File: src/rtl/aes256_block_encrypt_top_macros.svh
// Assertion macros shared by the AES-256 encryption block.
`ifndef AES256_BLOCK_ENCRYPT_TOP_MACROS_SVH
`define AES256_BLOCK_ENCRYPT_TOP_MACROS_SVH

// Same-cycle implication, checked on the rising clock edge outside reset.
`define AES256_ASSERT_NOW(lbl, ante, cons) \
  lbl: assert property (@(posedge clk) disable iff (rst) (ante) |-> (cons)) \
    else $error("aes256 check failed");

// Next-cycle implication, checked on the rising clock edge outside reset.
`define AES256_ASSERT_NEXT(lbl, ante, cons) \
  lbl: assert property (@(posedge clk) disable iff (rst) (ante) |=> (cons)) \
    else $error("aes256 check failed");

`endif

File: src/rtl/aes256_ram.sv
// Generic single-port RAM with a registered read.
module aes256_ram #(
  parameter int WIDTH = 128,
  parameter int DEPTH = 15
) (
  input  logic                     clk,
  input  logic                     we,
  input  logic [$clog2(DEPTH)-1:0] addr,
  input  logic [WIDTH-1:0]         wdata,
  output logic [WIDTH-1:0]         rdata
);

  logic [WIDTH-1:0] mem [DEPTH];

  // Read before write at the address, read data registered.
  always_ff @(posedge clk) begin
    if (we) begin
      mem[addr] <= wdata;
    end
    rdata <= mem[addr];
  end

endmodule

File: config.mk
export PLATFORM = sky130hd
export DESIGN_NAME = aes256_ram
export DESIGN_NICKNAME = d
export VERILOG_FILES = /design/src/rtl/aes256_block_encrypt_top_macros.svh /design/src/rtl/aes256_ram.sv
export SDC_FILE = /design/constraint.sdc
export NUM_CORES = 2
export LEC_CHECK = 0
export BUFFER_PORTS_ARGS = -buffer_cell sky130_fd_sc_hd__buf_2
export CORE_UTILIZATION = 42
export DETAILED_ROUTE_END_ITERATION = 8
export PLACE_DENSITY = 0.57
export SETUP_SLACK_MARGIN = 0.02
export SYNTH_ARGS = -nofsm -noshare
export SYNTH_HDL_FRONTEND = slang
export SYNTH_SLANG_ARGS = --single-unit
File: constraint.sdc
create_clock -name clk -period 24.4 [get_ports clk]
set_input_delay 4.88 -clock clk [delete_from_list [all_inputs] [get_ports clk]]
set_output_delay 4.88 -clock clk [all_outputs]
set_load 0.05 [all_outputs]
======== Word level (Yosys, flattened, before mapping) ========
Memory sizes are Yosys's and may differ from the RTL's. A register that Yosys moved wholly into a read port is not among the register bits.
Cells that the tools add are included.
storage, ports and cells
  register bits after elaboration ......... 0
  input bits .............................. 134
  memories kept ........................... 1
  word-level logic and storage cells ...... 3
  RAM bits ................................ 1920
  output and inout bits ................... 128
operators by class
  multiplexer cells ....................... 2
memory list
  memory  depth  bits a word  rd ports  clocked after memory_dff  write ports  line              source
  mem     15     128          1         1                         1            aes256_ram.sv:13  logic [WIDTH-1:0] mem [DEPTH];
operators by type and width
  kind     number
  $mux W1  2

======== Logic depth before layout (Yosys ltp) ========
  word-level depth ........................ 2
  mapped depth ............................ 8
  depth with buffers taken out ............ 3

======== Worst setup path before layout ========
Ideal clock, no wire load.
  path kind ............................... in2reg
  start point ............................. in addr[3]
  end point ............................... mem mem[8][0] (enable)
  path buffers ............................ 2
  setup time .............................. 772 ps
  data required time ...................... 23628 ps
  data arrival time ....................... 14437 ps
  stages .................................. 5
  path slack .............................. 9191 ps
  path through ............................ nor2b_1 > clkbuf_1 > buf_1 > nand2_1 > nor3_1
RTL lines
  element          line              source
  start, declared  aes256_ram.sv:8   input logic [$clog2(DEPTH)-1:0] addr,
  end, declared    aes256_ram.sv:13
Straight into the memory's write port.

==> out/metrics.cfg <==
[placed_design]
gp_congestion=0.7047
dpl.hpwl_um=82340
dpl_worst_slack_ns=14.46
portBuffers=261
placed_area_um2=78830

[logic_synthesis]
synth_top_flop_cell=edfxtp_1
netlist_instances=3284
synth_common_cells=edfxtp_1 (1920), mux4_2 (373), nand2_1 (131)
ys_seq_area_frac=0.8048
yosysMostFrequentCell=edfxtp_1
synth_warnings=0
yosys.area.top_type=edfxtp_1
postSynth.asyncResetShare=0
syn_avg_cell_area_um2=22.78
synth_edf_count=1920
syn_nets=3418
ys_ff_latch=2048
synth_area_leaders=edfxtp_1 (77%), mux4_2 (11%), dfxtp_1 (3.4%)
synth_top_area_frac=0.7706
synth.distinct_cells=24
synth_area_um2=74820

[floorplanning]
core_area_um2=176500
die_y_um=424.1
die_area_um2=179800
pin_count=262
floorplan.initialDensity=0.4239
rows=154
die_x_um=424.1

[timing]
tightestPinTransition_ns=1.130
slew_headroom=0.2469
fmaxAchievable_ghz=0.1122
setup_tns_ns=0
setup_viol=0
period_share=0.3651
worst_slack_ns=15.49
rsz0062_at_grt=false
slew_violations=0
hold_viol=0
min_period_ns=8.909
fin_worst_skew_ns=0.03443

[setup_path]
worst_path_max_delay_cell=buf_4
cp-start-kind=primary input
worstPathMaxFanout=73
cp.arrival_ns=9.62
crit_type=in -> reg
worstPathCellList=buf_8 > buf_4 > buf_4 > buf_4 > buf_4 > mux4_2 > a22o_1 > a221o_1
end_kind=flip-flop
critPathRequiredTime_ns=25.11
crit_path_frequent_cell=buf_4
slowest_delay_ns=0.81
reg2reg_slack_ns=22.82

[final_layout]
nets=3774
final_area_um2=85820
fin_util=0.4862
multiInputGateArea_um2=13750
register_area_um2=60220
drive_gt1_frac=0.2694
nFillCells=14332
synthToLayoutAreaGrowth_pct=14.70

[status]
violations=design-rule violations
status=finished, violations left

[clock_tree]
clock_path_buffers=3
post_cts_buffers=0
cts_tree=done
hold_buffers=0
cts-root-buf=clkbuf_16
htreeDepth=4
cts.sinks=2048
cts-buffers-inserted=208
clkSlewWorstSetupHoldPaths_ns=0.06
clkLatencyLatePin_ns=0.84
ctsResizeCount=0

[global_routing]
first_global_vias=35526
use_met2=0.3285
grtUsageTotal=0.1957
grt_max_degree=142
grt-busiest-layer=met2
grt.met1_usage=0.2627
grt_pass1_wl_um=253000
grtUsageMet3=0.03176
grt.overflow.total=0
antenna_found_initial=46

[route]
dr.pass1.iters=9
routed_wl_um=175300
drt_iter0_markers=3288
via_per_inst=5.575
wl_per_cell_um=28.37
drc_errors=30
ant_nets=0
vias=34450

[pwr]
power_density_nw_per_um2=88.41
peakVddDrop_mv=0.06486
p_leak_nw=27.91

[hold_path]
hold_path_class=reg -> reg

[run]
maxCapViolCount=0

## worst paths after layout
check,startpoint,to,cells after the start
max,addr[0],rdata[61],8
max reg2reg,mem[6][43],rdata[43],3
min,mem[14][27],rdata[27],3
min reg2reg,mem[14][27],rdata[27],3
## cells by family after synthesis
logic type,share of synthesized area
compound gates,0.04067
mux,0.1333
simple gates,0.008077
flops,0.8048
buf+inv,0.01316
## state kept, by name, summed over array words and instances (netlist names)
| signal | count |
|---|---|
| rdata | 128 |
| mem | 1920 |
## where the power goes
part | total, W | switching, W | internal (W)
sequential | 0.00396 | 0.0000299 | 0.00393
clock | 0.00320 | 0.00134 | 0.00186
combinational | 0.000427 | 0.000286 | 0.000141
## metal layers
metal,routed length [um],vias to the layer above
met2,87970,930
met3,8982,303
met1,73800,18518
met5,149,-
met4,4371,26
li1,-,14673
## stage by stage
| stage | hold slack (ns) | std cells | power [W] |
|---|---|---|---|
| floorplan | 0.5509 | 3284 | 0.004315 |
| global placement | 0.5679 | 5770 | 0.004467 |
| detailed placement | 0.5747 | 5770 | 0.004472 |
| CTS | 0.5845 | 6163 | 0.007667 |
| global route | 0.6055 | 6170 | 0.007818 |
| finish | 0.5868 | 6179 | 0.007587 |
## worst max-delay path: cells and delay by family
family	cells	cell delay, ns
AO/OA/AOI/OAI	2	0.50
multiplexers	1	0.59
buffers and inverters	5	3.40
## cell usage in the layout, fill, tap and decap left out
cell / count
clkinv_16: 5
a221o_1: 128
clkbuf_8: 24
nor3_2: 4
inv_6: 7
buf_2: 259
nand2_1: 131
nand3b_1: 1
mux4_2: 373
buf_8: 2
clkinv_2: 26
nor2_4: 12
bufinv_16: 18
clkinv_4: 3
and2_4: 1
nand2b_1: 2
clkinv_1: 26
a22o_1: 128
mux2i_1: 128
diode_2: 16
inv_16: 2
buf_4: 65
clkinvlp_4: 8
clkinv_8: 2
mux4_1: 11
buf_12: 6
edfxtp_1: 1920
nor2b_4: 2
clkbuf_16: 210
or3b_2: 1
o21ai_0: 78
dfxtp_1: 128
o21ai_1: 50
clkbuf_1: 62
## area by class of cell
cell class / instances / share of cell area
flip-flops and latches: 2048 / 0.7017
multi-input cells: 1050 / 0.1602
clock buffers: 296 / 0.06779
well taps: 2340 / 0.03411
repair buffers: 332 / 0.02254
clock inverters: 97 / 0.01327
diodes: 16 / 0.0004665
(Power assumes the default switching activity.)
